<file path="config.mk">
export PLATFORM = sky130hd
export DESIGN_NAME = midline_rectify_moving_average
export DESIGN_NICKNAME = d
export VERILOG_FILES = /design/src/rtl/mrma_pkg.sv /design/src/rtl/mrma_ram.sv /design/src/rtl/mrma_ctrl.sv /design/src/rtl/mrma_dpath.sv /design/src/rtl/midline_rectify_moving_average.sv
export SDC_FILE = /design/constraint.sdc
export NUM_CORES = 1
export LEC_CHECK = 0
export ABC_AREA = 0
export BUFFER_PORTS_ARGS = -buffer_cell sky130_fd_sc_hd__buf_4
export CAP_MARGIN = 25
export CORE_MARGIN = 2
export CORE_UTILIZATION = 40
export DETAILED_ROUTE_END_ITERATION = 7
export SLEW_MARGIN = 20
export SYNTH_ARGS = -nofsm -noshare
export SYNTH_HDL_FRONTEND = slang
export SYNTH_HIERARCHICAL = 1
export SYNTH_SLANG_ARGS = --single-unit
</file>
<file path="constraint.sdc">
create_clock -name clk -period 4.3 [get_ports clk]
set_input_delay 0.215 -clock clk [delete_from_list [all_inputs] [get_ports clk]]
set_output_delay 0.215 -clock clk [all_outputs]
set_load 0.03 [all_outputs]
</file>
<file path="src/rtl/mrma_pkg.sv">
// ----------------------------------------------------------------------------
// mrma_pkg
// Shared types and default constants for the rectified moving-average
// envelope block: controller states, command and status bundles.
// ----------------------------------------------------------------------------
package mrma_pkg;

    localparam int DEF_PEAK_DEPTH  = 5;
    localparam int DEF_AVG_DEPTH   = 25;
    localparam int DEF_SAMPLE_BITS = 10;

    typedef enum logic [2:0] {
        ST_IDLE,
        ST_SCAN,
        ST_BASE,
        ST_MID,
        ST_ACC,
        ST_MUL,
        ST_DONE
    } state_t;

    // controller to datapath
    typedef struct packed {
        logic capture;
        logic scan_rd;
        logic mid;
        logic acc;
        logic mul;
        logic load;
    } cmd_t;

    // datapath to controller
    typedef struct packed {
        logic scan_last;
        logic out_free;
    } status_t;

endpackage

</file>
<file path="src/rtl/mrma_ram.sv">
// ----------------------------------------------------------------------------
// mrma_ram
// Generic simple dual-port RAM: one write port, one read port with
// registered read data.
// ----------------------------------------------------------------------------
module mrma_ram #(
    parameter int WIDTH = 10,
    parameter int DEPTH = 8
) (
    input  logic                     clk,
    input  logic                     wr_en,
    input  logic [$clog2(DEPTH)-1:0] wr_addr,
    input  logic [WIDTH-1:0]         wr_data,
    input  logic                     rd_en,
    input  logic [$clog2(DEPTH)-1:0] rd_addr,
    output logic [WIDTH-1:0]         rd_data
);

    logic [WIDTH-1:0] mem [DEPTH];
    logic [WIDTH-1:0] rd_data_reg;

    always_ff @(posedge clk)
    begin
        if (wr_en)
        begin
            mem[wr_addr] <= wr_data;
        end
        if (rd_en)
        begin
            rd_data_reg <= mem[rd_addr];
        end
    end

    assign rd_data = rd_data_reg;

endmodule

</file>
<file path="src/rtl/mrma_ctrl.sv">
// ----------------------------------------------------------------------------
// mrma_ctrl
// Sequencer for one sample: capture, window scan, baseline and rectify,
// running sum update, reciprocal multiply, result load.
// ----------------------------------------------------------------------------
module mrma_ctrl (
    input  logic              clk,
    input  logic              rst_n,
    input  logic              in_valid,
    output logic              in_stall,
    input  mrma_pkg::status_t status,
    output mrma_pkg::cmd_t    cmd
);

    import mrma_pkg::*;

    state_t state_reg;
    state_t state_next;

    always_ff @(posedge clk or negedge rst_n)
    begin
        if (!rst_n)
        begin
            state_reg <= ST_IDLE;
        end
        else
        begin
            state_reg <= state_next;
        end
    end

    always_comb
    begin
        state_next = state_reg;
        unique case (state_reg)
            ST_IDLE:
            begin
                if (in_valid)
                begin
                    state_next = ST_SCAN;
                end
            end
            ST_SCAN:
            begin
                if (status.scan_last)
                begin
                    state_next = ST_BASE;
                end
            end
            ST_BASE: state_next = ST_MID;
            ST_MID:  state_next = ST_ACC;
            ST_ACC:  state_next = ST_MUL;
            ST_MUL:  state_next = ST_DONE;
            ST_DONE:
            begin
                if (status.out_free)
                begin
                    state_next = ST_IDLE;
                end
            end
            default: state_next = ST_IDLE;
        endcase
    end

    always_comb
    begin
        cmd      = '0;
        in_stall = 1'b1;
        unique case (state_reg)
            ST_IDLE:
            begin
                in_stall    = 1'b0;
                cmd.capture = in_valid;
            end
            ST_SCAN: cmd.scan_rd = 1'b1;
            ST_BASE: cmd = '0;
            ST_MID:  cmd.mid = 1'b1;
            ST_ACC:  cmd.acc = 1'b1;
            ST_MUL:  cmd.mul = 1'b1;
            ST_DONE: cmd.load = status.out_free;
            default: cmd = '0;
        endcase
    end

    // only one datapath step per cycle
    a_cmd_exclusive: assert property (@(posedge clk) disable iff (!rst_n)
        $onehot0({cmd.capture, cmd.scan_rd, cmd.mid, cmd.acc, cmd.mul, cmd.load}))
        else $error("more than one datapath command active");

endmodule

</file>
<file path="src/rtl/mrma_dpath.sv">
// ----------------------------------------------------------------------------
// mrma_dpath
// Datapath: peak window memory with min/max scan, baseline and rectifier,
// averaging window memory with running sum, reciprocal divide, output beat.
// ----------------------------------------------------------------------------
module mrma_dpath #(
    parameter int PEAK_DEPTH  = mrma_pkg::DEF_PEAK_DEPTH,
    parameter int AVG_DEPTH   = mrma_pkg::DEF_AVG_DEPTH,
    parameter int SAMPLE_BITS = mrma_pkg::DEF_SAMPLE_BITS
) (
    input  logic                   clk,
    input  logic                   rst_n,
    input  mrma_pkg::cmd_t         cmd,
    output mrma_pkg::status_t      status,
    input  logic [SAMPLE_BITS-1:0] sample,
    output logic                   out_valid,
    input  logic                   out_stall,
    output logic [SAMPLE_BITS-1:0] envelope,
    output logic [SAMPLE_BITS-1:0] baseline,
    output logic [SAMPLE_BITS-1:0] rectified
);

    import mrma_pkg::*;

    localparam int PAW       = $clog2(PEAK_DEPTH);
    localparam int PFW       = $clog2(PEAK_DEPTH + 1);
    localparam int AAW       = $clog2(AVG_DEPTH);
    localparam int AFW       = $clog2(AVG_DEPTH + 1);
    localparam int SUM_BITS  = SAMPLE_BITS + $clog2(AVG_DEPTH);
    localparam int DIV_SHIFT = SUM_BITS + $clog2(AVG_DEPTH);
    localparam int PROD_W    = 2 * SUM_BITS + 1;
    localparam longint unsigned RECIP_L =
        ((64'd1 << DIV_SHIFT) + AVG_DEPTH - 1) / AVG_DEPTH;
    localparam logic [SUM_BITS:0] RECIP = (SUM_BITS + 1)'(RECIP_L);

    logic [SAMPLE_BITS-1:0] sample_reg;
    logic [SAMPLE_BITS-1:0] hi_reg;
    logic [SAMPLE_BITS-1:0] lo_reg;
    logic [SAMPLE_BITS-1:0] base_reg;
    logic [SAMPLE_BITS-1:0] rect_reg;
    logic [SUM_BITS-1:0]    sum_reg;
    logic [PROD_W-1:0]      prod_reg;
    logic [PFW-1:0]         peak_fill_reg;
    logic [PAW-1:0]         peak_slot_reg;
    logic [PFW-1:0]         scan_cnt_reg;
    logic                   scan_valid_reg;
    logic [AFW-1:0]         avg_fill_reg;
    logic [AAW-1:0]         avg_slot_reg;
    logic                   out_valid_reg;
    logic [SAMPLE_BITS-1:0] env_out_reg;
    logic [SAMPLE_BITS-1:0] base_out_reg;
    logic [SAMPLE_BITS-1:0] rect_out_reg;

    logic [SAMPLE_BITS-1:0] peak_rd_data;
    logic [SAMPLE_BITS-1:0] avg_rd_data;
    logic [SAMPLE_BITS:0]   mid_sum;
    logic [SAMPLE_BITS-1:0] base_calc;
    logic [SAMPLE_BITS-1:0] rect_calc;
    logic                   avg_full;
    logic [SUM_BITS-1:0]    sum_next;

    mrma_ram #(
        .WIDTH (SAMPLE_BITS),
        .DEPTH (PEAK_DEPTH)
    ) u_peak_ram (
        .clk     (clk),
        .wr_en   (cmd.capture),
        .wr_addr (peak_slot_reg),
        .wr_data (sample),
        .rd_en   (cmd.scan_rd),
        .rd_addr (scan_cnt_reg[PAW-1:0]),
        .rd_data (peak_rd_data)
    );

    mrma_ram #(
        .WIDTH (SAMPLE_BITS),
        .DEPTH (AVG_DEPTH)
    ) u_avg_ram (
        .clk     (clk),
        .wr_en   (cmd.acc),
        .wr_addr (avg_slot_reg),
        .wr_data (rect_reg),
        .rd_en   (cmd.mid),
        .rd_addr (avg_slot_reg),
        .rd_data (avg_rd_data)
    );

    assign mid_sum   = {1'b0, hi_reg} + {1'b0, lo_reg};
    assign base_calc = mid_sum[SAMPLE_BITS:1];
    assign rect_calc = (sample_reg >= base_calc) ? (sample_reg - base_calc)
                                                 : (base_calc - sample_reg);
    assign avg_full  = (avg_fill_reg == AFW'(AVG_DEPTH));
    // oldest value leaves the sum once the window is full
    assign sum_next  = sum_reg - (avg_full ? SUM_BITS'(avg_rd_data) : '0)
                     + SUM_BITS'(rect_reg);

    assign status.scan_last = (scan_cnt_reg == peak_fill_reg - PFW'(1));
    assign status.out_free  = !out_valid_reg || !out_stall;

    // control state
    always_ff @(posedge clk or negedge rst_n)
    begin
        if (!rst_n)
        begin
            peak_fill_reg  <= '0;
            peak_slot_reg  <= '0;
            scan_cnt_reg   <= '0;
            scan_valid_reg <= 1'b0;
            avg_fill_reg   <= '0;
            avg_slot_reg   <= '0;
            sum_reg        <= '0;
            out_valid_reg  <= 1'b0;
        end
        else
        begin
            scan_valid_reg <= cmd.scan_rd;
            if (cmd.capture)
            begin
                scan_cnt_reg  <= '0;
                peak_slot_reg <= (peak_slot_reg == PAW'(PEAK_DEPTH - 1)) ? '0
                               : peak_slot_reg + PAW'(1);
                if (peak_fill_reg != PFW'(PEAK_DEPTH))
                begin
                    peak_fill_reg <= peak_fill_reg + PFW'(1);
                end
            end
            else if (cmd.scan_rd)
            begin
                scan_cnt_reg <= scan_cnt_reg + PFW'(1);
            end
            if (cmd.acc)
            begin
                sum_reg      <= sum_next;
                avg_slot_reg <= (avg_slot_reg == AAW'(AVG_DEPTH - 1)) ? '0
                              : avg_slot_reg + AAW'(1);
                if (!avg_full)
                begin
                    avg_fill_reg <= avg_fill_reg + AFW'(1);
                end
            end
            if (cmd.load)
            begin
                out_valid_reg <= 1'b1;
            end
            else if (!out_stall)
            begin
                out_valid_reg <= 1'b0;
            end
        end
    end

    // payload
    always_ff @(posedge clk)
    begin
        if (cmd.capture)
        begin
            sample_reg <= sample;
            hi_reg     <= sample;
            lo_reg     <= sample;
        end
        else if (scan_valid_reg)
        begin
            if (peak_rd_data > hi_reg)
            begin
                hi_reg <= peak_rd_data;
            end
            if (peak_rd_data < lo_reg)
            begin
                lo_reg <= peak_rd_data;
            end
        end
        if (cmd.mid)
        begin
            base_reg <= base_calc;
            rect_reg <= rect_calc;
        end
        if (cmd.mul)
        begin
            // floor(sum / AVG_DEPTH) via exact reciprocal
            prod_reg <= PROD_W'(sum_reg) * PROD_W'(RECIP);
        end
        if (cmd.load)
        begin
            env_out_reg  <= prod_reg[DIV_SHIFT +: SAMPLE_BITS];
            base_out_reg <= base_reg;
            rect_out_reg <= rect_reg;
        end
    end

    assign out_valid = out_valid_reg;
    assign envelope  = env_out_reg;
    assign baseline  = base_out_reg;
    assign rectified = rect_out_reg;

    a_scan_in_window: assert property (@(posedge clk) disable iff (!rst_n)
        cmd.scan_rd |-> (scan_cnt_reg < peak_fill_reg))
        else $error("scan address beyond valid peak entries");

    a_fill_bounds: assert property (@(posedge clk) disable iff (!rst_n)
        (peak_fill_reg <= PFW'(PEAK_DEPTH)) && (avg_fill_reg <= AFW'(AVG_DEPTH)))
        else $error("window fill count out of range");

    a_valid_from_load: assert property (@(posedge clk) disable iff (!rst_n)
        $rose(out_valid_reg) |-> $past(cmd.load))
        else $error("output beat raised without a load");

    a_no_overwrite: assert property (@(posedge clk) disable iff (!rst_n)
        cmd.load |-> (!out_valid_reg || !out_stall))
        else $error("pending output beat overwritten");

endmodule

</file>
<file path="src/rtl/midline_rectify_moving_average.sv">
// ----------------------------------------------------------------------------
// midline_rectify_moving_average
// The min/max scan reads the valid peak window entries (at most PEAK_DEPTH)
// serially through the single read port of the peak memory, and a new sample
// is accepted only after the previous result has been loaded into the output
// register, which waits while a pending output beat is stalled.
// Reset clears fill counts, slots, running sum and handshake state; window
// memories are not cleared since only written entries are read.
// ----------------------------------------------------------------------------
module midline_rectify_moving_average #(
    parameter int PEAK_DEPTH  = mrma_pkg::DEF_PEAK_DEPTH,
    parameter int AVG_DEPTH   = mrma_pkg::DEF_AVG_DEPTH,
    parameter int SAMPLE_BITS = mrma_pkg::DEF_SAMPLE_BITS
) (
    input  logic                   clk,
    input  logic                   rst_n,
    input  logic                   in_valid,
    output logic                   in_stall,
    input  logic [SAMPLE_BITS-1:0] sample,
    output logic                   out_valid,
    input  logic                   out_stall,
    output logic [SAMPLE_BITS-1:0] envelope,
    output logic [SAMPLE_BITS-1:0] baseline,
    output logic [SAMPLE_BITS-1:0] rectified
);

    import mrma_pkg::*;

    cmd_t    cmd;
    status_t status;

    mrma_ctrl u_ctrl (
        .clk      (clk),
        .rst_n    (rst_n),
        .in_valid (in_valid),
        .in_stall (in_stall),
        .status   (status),
        .cmd      (cmd)
    );

    mrma_dpath #(
        .PEAK_DEPTH  (PEAK_DEPTH),
        .AVG_DEPTH   (AVG_DEPTH),
        .SAMPLE_BITS (SAMPLE_BITS)
    ) u_dpath (
        .clk       (clk),
        .rst_n     (rst_n),
        .cmd       (cmd),
        .status    (status),
        .sample    (sample),
        .out_valid (out_valid),
        .out_stall (out_stall),
        .envelope  (envelope),
        .baseline  (baseline),
        .rectified (rectified)
    );

endmodule
</file>
After elaboration in Yosys (flattened, before gate mapping) --
Memories as Yosys holds them, arrays and structs flattened. A register that Yosys moved wholly into a read port is not among the register bits. Cells that the tools add are included. Widths: inputs -> output; s select.
Storage, ports and cells: input bits 14, word-level logic and storage cells 93, memories 2, register bits 146, RAM bits 300, output and inout port bits 32
Cells by class: order comparisons 3, muxes and demuxes 29, bitwise operators 1, equal/unequal tests 15, multipliers 1, $add $sub $neg 11, reduce and logical (&&, ||, !) cells 13
Memory list:
- u_dpath.u_avg_ram.mem | words 25, width 10, rd ports 1, clocked after Yosys merged registers in 1, wr ports 1, line mrma_ram.sv:19 | logic [WIDTH-1:0] mem [DEPTH];
- u_dpath.u_peak_ram.mem | words 5, width 10, rd ports 1, clocked after Yosys merged registers in 1, wr ports 1, line mrma_ram.sv:19
Operators by type and width (number):
- $mux 10 | 8
- $mul 15x13->27 const B | 1
- $pmux 3 s7 | 1
- $sub 10x10->10 | 2
- $mux 3 | 6
- $add 15x10->15 | 1
- $sub 15x15->15 | 1
- $mux 1 | 13
- $eq 3x3->1 const B | 4
- $add 10x10->11 | 1
- $add 5x1->5 const B | 2
- $eq 5x5->1 const B | 2
- $ge 10x10->1 | 1
- $gt 10x10->1 | 1
- $lt 10x10->1 | 1
- $add 3x1->3 const B | 3
- $reduce_and 2->1 | 4
- $reduce_bool 2->1 | 4
- $eq 3x2->1 const B | 2
- $mux 5 | 1
- $ne 2x1->1 const B | 2
- $ne 2x2->1 const B | 2
- $eq 3x1->1 const B | 1
- $eq 3x3->1 | 1
- other kinds (7) | 8

Depth between registers and ports, before layout --
Gate-level depths: netlist of run 1.
depth after elaboration 4, mapped depth 20, depth with buffers taken out 19

Hierarchy --
The synthesis of run 1 kept the hierarchy.
Modules (own cells, without submodules):
- mrma_dpath | cells an instance 938, area an instance 10476.3 um2, seq. area each 3603.5 um2, times used 1
- mrma_ram at u_dpath.u_avg_ram | cells an instance 480, area an instance 10078.4 um2, seq. area each 7807.5 um2, times used 1
- mrma_ram at u_dpath.u_peak_ram | cells an instance 125, area an instance 2381.0 um2, seq. area each 1801.7 um2, times used 1
- mrma_ctrl | cells an instance 23, area an instance 185.2 um2, seq. area each 75.1 um2, times used 1

Worst setup path after synthesis of run 1 --
OpenSTA, ideal clock, no wires.
path kind flip-flop to flip-flop, from reg u_dpath.sum_reg[12], to reg u_dpath.prod_reg[28] (data pin), buffers on the path 0, arrival 4509 ps, data required time 4042 ps, setup slack -467 ps, setup time 258 ps, cell stages (with the launch flop) 18, period minus slack after synthesis 4767 ps, path through dfrtp_1 fa_1 ha_1 inv_1 fa_1 inv_1 fa_1 inv_1 fa_1 inv_1 ha_1 and2_1 a221o_1 a22oi_1 a21boi_2 o311ai_1 a21oi_1 xnor2_1
On the way: word-level cells in the longest chain between the ends 1
Ends and longest elaborated chain:
- start: declaration | line mrma_dpath.sv:41 | logic [SUM_BITS-1:0] sum_reg;
- start signal: assignment | line mrma_dpath.sv:133 | sum_reg <= sum_next;
- $mul 15x13->27 | line mrma_dpath.sv:180 | prod_reg <= PROD_W'(sum_reg) * PROD_W'(RECIP);
- end signal: assignment | line mrma_dpath.sv:180
- end: declaration | line mrma_dpath.sv:42 | logic [PROD_W-1:0] prod_reg;
No other way between the ends. A chain may end at the register's enable or synchronous reset.

Final worst setup path of run 1 --
from reg u_dpath.sum_reg[12], to reg u_dpath.prod_reg[23] (data pin)
The elaborated chain is that of the path after synthesis.

==> results of run 1 <==
==> repair_timing <==
item	4_1_cts	5_1_grt
resized for setup	15	26
hold buffers	13	0
buffers inserted	4	7
pin swaps	6	7
endpoints found under the setup margin	10	19
hold endpoints to repair	105	0
==> worst max-delay path by stage <==
stage                                       to  depth (start not counted)                start
after floorplan           u_dpath/prod_reg[23]                         17  u_dpath/sum_reg[11]
after detailed placement  u_dpath/prod_reg[29]                         17  u_dpath/sum_reg[10]
final                     u_dpath/prod_reg[23]                         18  u_dpath/sum_reg[12]
after CTS                 u_dpath/prod_reg[28]                         17  u_dpath/sum_reg[10]
after global placement    u_dpath/prod_reg[29]                         17  u_dpath/sum_reg[10]
after global routing      u_dpath/prod_reg[28]                         17  u_dpath/sum_reg[11]
==> area by class of cell <==
class,instances,area (µm²)
repair buffers,190,1510
clock inverters,28,241
inverters,214,803
well taps,765,957
flip-flops and latches,449,13300
multi-input cells,863,9060
fillers,5040,30400
clock buffers,55,1190
==> cells in the mapped netlist, types with 5 or more instances <==
cell type / n
a211oi_1: 5
a211oi_2: 10
a21o_1: 32
a21oi_1: 35
a221o_1: 5
a221oi_2: 10
a22oi_1: 10
and2_1: 15
buf_2: 9
buf_6: 7
clkbuf_1: 19
dfrtp_1: 39
edfxtp_1: 410
fa_1: 81
ha_1: 170
inv_1: 212
mux2_2: 16
mux2i_1: 60
mux4_2: 49
nand2_1: 44
nand2b_1: 13
nand3_1: 12
nand3b_1: 9
nand4_1: 8
nor2_1: 63
nor2b_1: 20
nor3_1: 11
o21a_1: 5
o21ai_0: 46
o21ai_1: 6
o21bai_1: 6
o22ai_1: 8
xnor2_1: 37
xor2_1: 14
==> metal layers <==
metal,vias up,routed length [µm]
met2,261,22500
li1,6103,-
met1,6597,21800
met4,0,1180
met3,75,2120
met5,-,0
==> metrics by stage <==
stage / utilization [%] / std cells / area (µm²)
2_1_floorplan: - / 1566 / 23200
3_3_place_gp: 43.8 / 2451 / 25100
3_5_place_dp: 43.8 / 2452 / 25200
4_1_cts: 46.7 / 2552 / 26800
5_1_grt: 47.1 / 2564 / 27100
6_report: 47.1 / 2564 / 27100
==> kinds of logic after synthesis <==
group | count (synthesis)
AOI/OAI and AO/OA | 219
adders and majority gates | 251
DFF | 449
and+or+nand+nor | 217
buffers and inverters | 254
muxes | 125
xor gates and xnor gates | 51
==> worst max-delay path, stage by stage (launching register included) <==
cell      delay [ns]
dfrtp_2         0.41
buf_6           0.12
fa_1            0.49
ha_4            0.29
inv_2           0.03
fa_1            0.47
inv_1           0.05
fa_1            0.49
inv_2           0.04
fa_1            0.51
inv_2           0.05
ha_4            0.21
and2_4          0.16
a221o_1         0.35
a22oi_2         0.13
a21boi_4        0.30
a21bo_2         0.20
nor2b_4         0.14
xnor2_1         0.06
==> summary.txt, run 1 <==
Status: finished, violations left
Failing checks: setup timing
Ports: 46
Element type at the critical path end: flip-flop
Met1 Track Usage GR: 22.3%
Async set or reset register ratio after synthesis: 8.69%
Flops & latches, synth: 449
Worst hold margin: 0.163 ns
Max Cap Violations: 0
Final Skew: 0.0234 ns
Post-synth EDFFs: 410
Setup_tns: -3.29 ns
Share of layout cells above drive strength 1: 22.6%
Total CTS buffers: 46
Aggregate global routing overflow: 0
Worst setup margin: -0.422 ns
CTS clk-pin slew, worst paths: 0.06 ns
Fin crit share: 110%
Post-synth top area cell: edfxtp_1
HPWL after detailed placement: 32,500 µm
FP Rows: 88
Initial antenna violation count: 2
Sequential share of the synthesized area: 57.5%
Xor-xnor portion of the synthesized cell area: 1.93%
DP Worst Slack: -0.605 ns
First-pass GRT wire length: 74,700 µm
Final hold violations: 0
Area growth from synthesis to layout: 17.1%
Critical path class: flip-flop to flip-flop
Remaining DRCs: 0
N_diodes: 0
Die area: 59,700 µm²
Largest fanout on the critical path: 6
Clk sinks: 449
Routed len/inst: 18.6 µm
Final wirelength: 47,600 µm
RD Place Congestion: 0.826
Adder-cell share of the synthesized area: 16.2%
Worst path required time: 4.62 ns
Largest family of logic cells by synthesized area: adder cells
Syn Inst Count: 1,566
DRT Pass-1 Iters: 5
Initial DRC count: 909
Leading cell type in the layout, fill and taps excluded: edfxtp_1
Slew HR: 33.2%
Post-synth top flop: edfxtp_1
Fmax: 212 MHz
Compound-Gate Fraction of Synth Area: 7.01%
CTS tree: built
Unrepaired setup endpoints after global routing: true
Initial Util: 40.2%
Worst R2R Setup Slack: -0.42 ns
Syn Area/Cell: 14.8 µm²
Setup Viol. Count Final: 10
Clock Path Buffers: 3
Largest net degree at the start of global routing: 55
Reg2Reg Depth: 18
NumNets Final: 2,029
Post-synth top area share: 53.2%
CTS HTree Levels: 2
GR Util met2: 26.5%
Met3 Use GR: 2.60%
Minimum clock period: 4.72 ns
Multiplexer share of the synthesized area: 8.15%
Syn nets: 1,831
Via count: 13,036
Port bufs: 45
Top Usage Layer GRT: met2
Mapped Area: 23,100 µm²
Routed Antenna Nets: 0
Die span in y: 244 µm
Yosys cell types: 74
Worst Tran Pin Value: 0.999 ns
Clock Latency Late Sink: 0.58 ns
GRT Overall Usage: 16.2%
Max reg flops: 250
Chip width: 244 µm
Root Buffer: clkbuf_16
Worst EP arrival: 5.04 ns
Most frequent cells in the layout: 410 x edfxtp_1, 205 x inv_1, 172 x buf_4
RR Startpoint: u_dpath/sum_reg[12]
Simple-gate share of the synthesized area: 4.76%
Vias in the first global route: 13,434
Vias per inst: 5.08
Capturing point of the worst reg2reg path: u_dpath/prod_reg[23]
CP Launch Type: flip-flop
Hold Crit Class: primary input to async pin
Yosys warning count: 6
Slew Limit Fails: 0
Top cells by area, synth: edfxtp_1 53%, ha_1 9.2%, fa_1 7.0%, mux4_2 4.8%, dfrtp_1 4.2%
Core footprint: 57,500 µm²
Power of run 1 is left out: the tool's default activity adds up to more than one toggle a clock period on the data nets, which glitch-free logic cannot reach.
==> inputs of run 2 (changes only) <==
--- a/config.mk
+++ b/config.mk
@@ -8,8 +8,8 @@
 export ABC_AREA = 0
 export BUFFER_PORTS_ARGS = -buffer_cell sky130_fd_sc_hd__buf_4
 export CAP_MARGIN = 25
-export CORE_MARGIN = 2
 export CORE_UTILIZATION = 40
+export CTS_BUF_LIST = sky130_fd_sc_hd__clkbuf_8
 export DETAILED_ROUTE_END_ITERATION = 7
 export SLEW_MARGIN = 20
 export SYNTH_ARGS = -nofsm -noshare
==> summary.txt, run 2 (synthesis gave the netlist of run 1 again) <==
Status: finished, violations left
Hold Crit Class: primary input to async pin
CP Launch Type: flip-flop
Setup Viol. Count Final: 10
Failing checks: setup timing
Post-Layout Cell Count: 2,590
Largest fanout on the critical path: 6
Fmax: 208 MHz
Leading cell type in the layout, fill and taps excluded: edfxtp_1
Die area: 58,800 µm²
Vias per inst: 5.05
NumNets Final: 2,046
Clock Path Buffers: 3
Root Buffer: clkbuf_8
Max reg flops: 250
Port bufs: 45
Max Cap Violations: 0
Layout fillers: 4,850
Via count: 13,072
Initial DRC count: 739
Worst path required time: 4.68 ns
Final hold violations: 0
Largest net degree at the start of global routing: 45
Worst Tran Pin Value: 1.03 ns
Ports: 46
Initial Util: 40.8%
Most frequent cells in the layout: 410 x edfxtp_1, 224 x inv_1, 160 x ha_1
Final wirelength: 47,500 µm
Vias in the first global route: 13,663
Slew HR: 31.4%
Core footprint: 56,700 µm²
Crit path buf inv count: 5
Routed len/inst: 18.3 µm
HPWL after detailed placement: 32,300 µm
Cell chain of the critical path: buf_6 > fa_1 > ha_1 > inv_2 > fa_1 > inv_1 > fa_1 > inv_2 > fa_1 > inv_2 > ha_4 > and2_4 > nand4_1 > a21oi_4 > a21boi_4 > o31a_1 > a211o_1 > xnor2_1
CTS tree: built
Initial antenna violation count: 1
Worst EP arrival: 5.19 ns
Post-placement cell count: 2,430
Chip width: 242 µm
FP Rows: 87
DRT Pass-1 Iters: 7
Clock Latency Late Sink: 0.65 ns
Final Skew: 0.0254 ns
Share of layout cells above drive strength 1: 23.0%
Top delay family on crit path: adder cells
GRT Overall Usage: 16.6%
Total CTS buffers: 73
Remaining DRCs: 0
CP max-delay cell: fa_1
Clk sinks: 449
Unrepaired setup endpoints after global routing: true
RD Place Congestion: 0.806
Area growth from synthesis to layout: 16.4%
Aggregate global routing overflow: 0
Minimum clock period: 4.81 ns
Die span in y: 242 µm
Slew Limit Fails: 0
CTS HTree Levels: 3
Element type at the critical path end: flip-flop
First-pass GRT wire length: 75,100 µm
Critical path class: flip-flop to flip-flop
CP max stage delay: 0.49 ns
CTS clk-pin slew, worst paths: 0.07 ns
Routed Antenna Nets: 0
Worst setup margin: -0.512 ns
Fin crit share: 112%
CP most frequent cell: fa_1
run 2: cell type report:
| type | instances | area (µm²) | share of cell area (%) |
|---|---|---|---|
| Sequential cell | 449 | 13300 | 49.4 |
| Clock inverter | 51 | 315 | 1.17 |
| Antenna cell | 1 | 2.50 | 0.00930 |
| Tap cell | 756 | 946 | 3.51 |
| Multi-Input combinational cell | 863 | 9050 | 33.6 |
| Timing Repair Buffer | 180 | 1460 | 5.41 |
| Inverter | 214 | 803 | 2.98 |
| Clock buffer | 76 | 1050 | 3.89 |
run 2: metrics by stage:
step	utilization, %	hold WS (ns)	instance area [µm²]	setup WS, ns	TNS, ns
after global routing	47.5	0.144	26900	-0.666	-5.58
after global placement	44.2	0.236	25100	-0.560	-4.28
after CTS	47.1	0.0629	26700	-0.508	-4.36
after floorplan	-	-0.0806	23200	-0.292	-1.96
final	47.5	0.109	26900	-0.512	-4.17
after detailed placement	44.2	0.246	25100	-0.645	-5.02
run 2: repair_timing:
| item | 4_1_cts | 5_1_grt |
|---|---|---|
| endpoints found under the hold margin | 122 | 0 |
| hold buffers | 13 | 0 |
| pin swaps | 27 | 26 |
| buffers inserted | 5 | 6 |
| resized for setup | 24 | 18 |
| endpoints found under the setup margin | 10 | 19 |
run 2: final timing paths:
kind / startpoint / cells after the start / slack, ns / endpoint
min reg2reg: u_dpath/prod_reg[28] / 0 / 0.42 / u_dpath/envelope[8]
max reg2reg: u_dpath/sum_reg[10] / 18 / -0.51 / u_dpath/prod_reg[29]
max: u_dpath/sum_reg[10] / 18 / -0.51 / u_dpath/prod_reg[29]
min: rst_n / 2 / 0.11 / u_dpath/peak_slot_reg[1]
min in group clk: sample[7] / 2 / 0.36 / u_dpath/u_peak_ram/mem[0][7]
max in group asynchronous: rst_n / 2 / 3.75 / u_dpath/avg_slot_reg[0]
run 2: worst reg2reg max path: stages (launching register included):
cell	delay (ns)
dfrtp_2	0.48
buf_6	0.14
fa_1	0.44
ha_1	0.31
inv_2	0.04
fa_1	0.48
inv_1	0.05
fa_1	0.49
inv_2	0.04
fa_1	0.48
inv_2	0.05
ha_4	0.26
and2_4	0.14
nand4_1	0.14
a21oi_4	0.19
a21boi_4	0.11
o31a_1	0.32
a211o_1	0.27
xnor2_1	0.12
run 2: layer usage:
| metal | track usage (%) | share of wire [%] |
|---|---|---|
| met1 | 22.3 | 46 |
| met4 | 6.18 | 2.2 |
| met3 | 2.78 | 4.4 |
| met5 | 0 | 0 |
| met2 | 26.8 | 48 |
Power of run 2 is left out for the same reason.
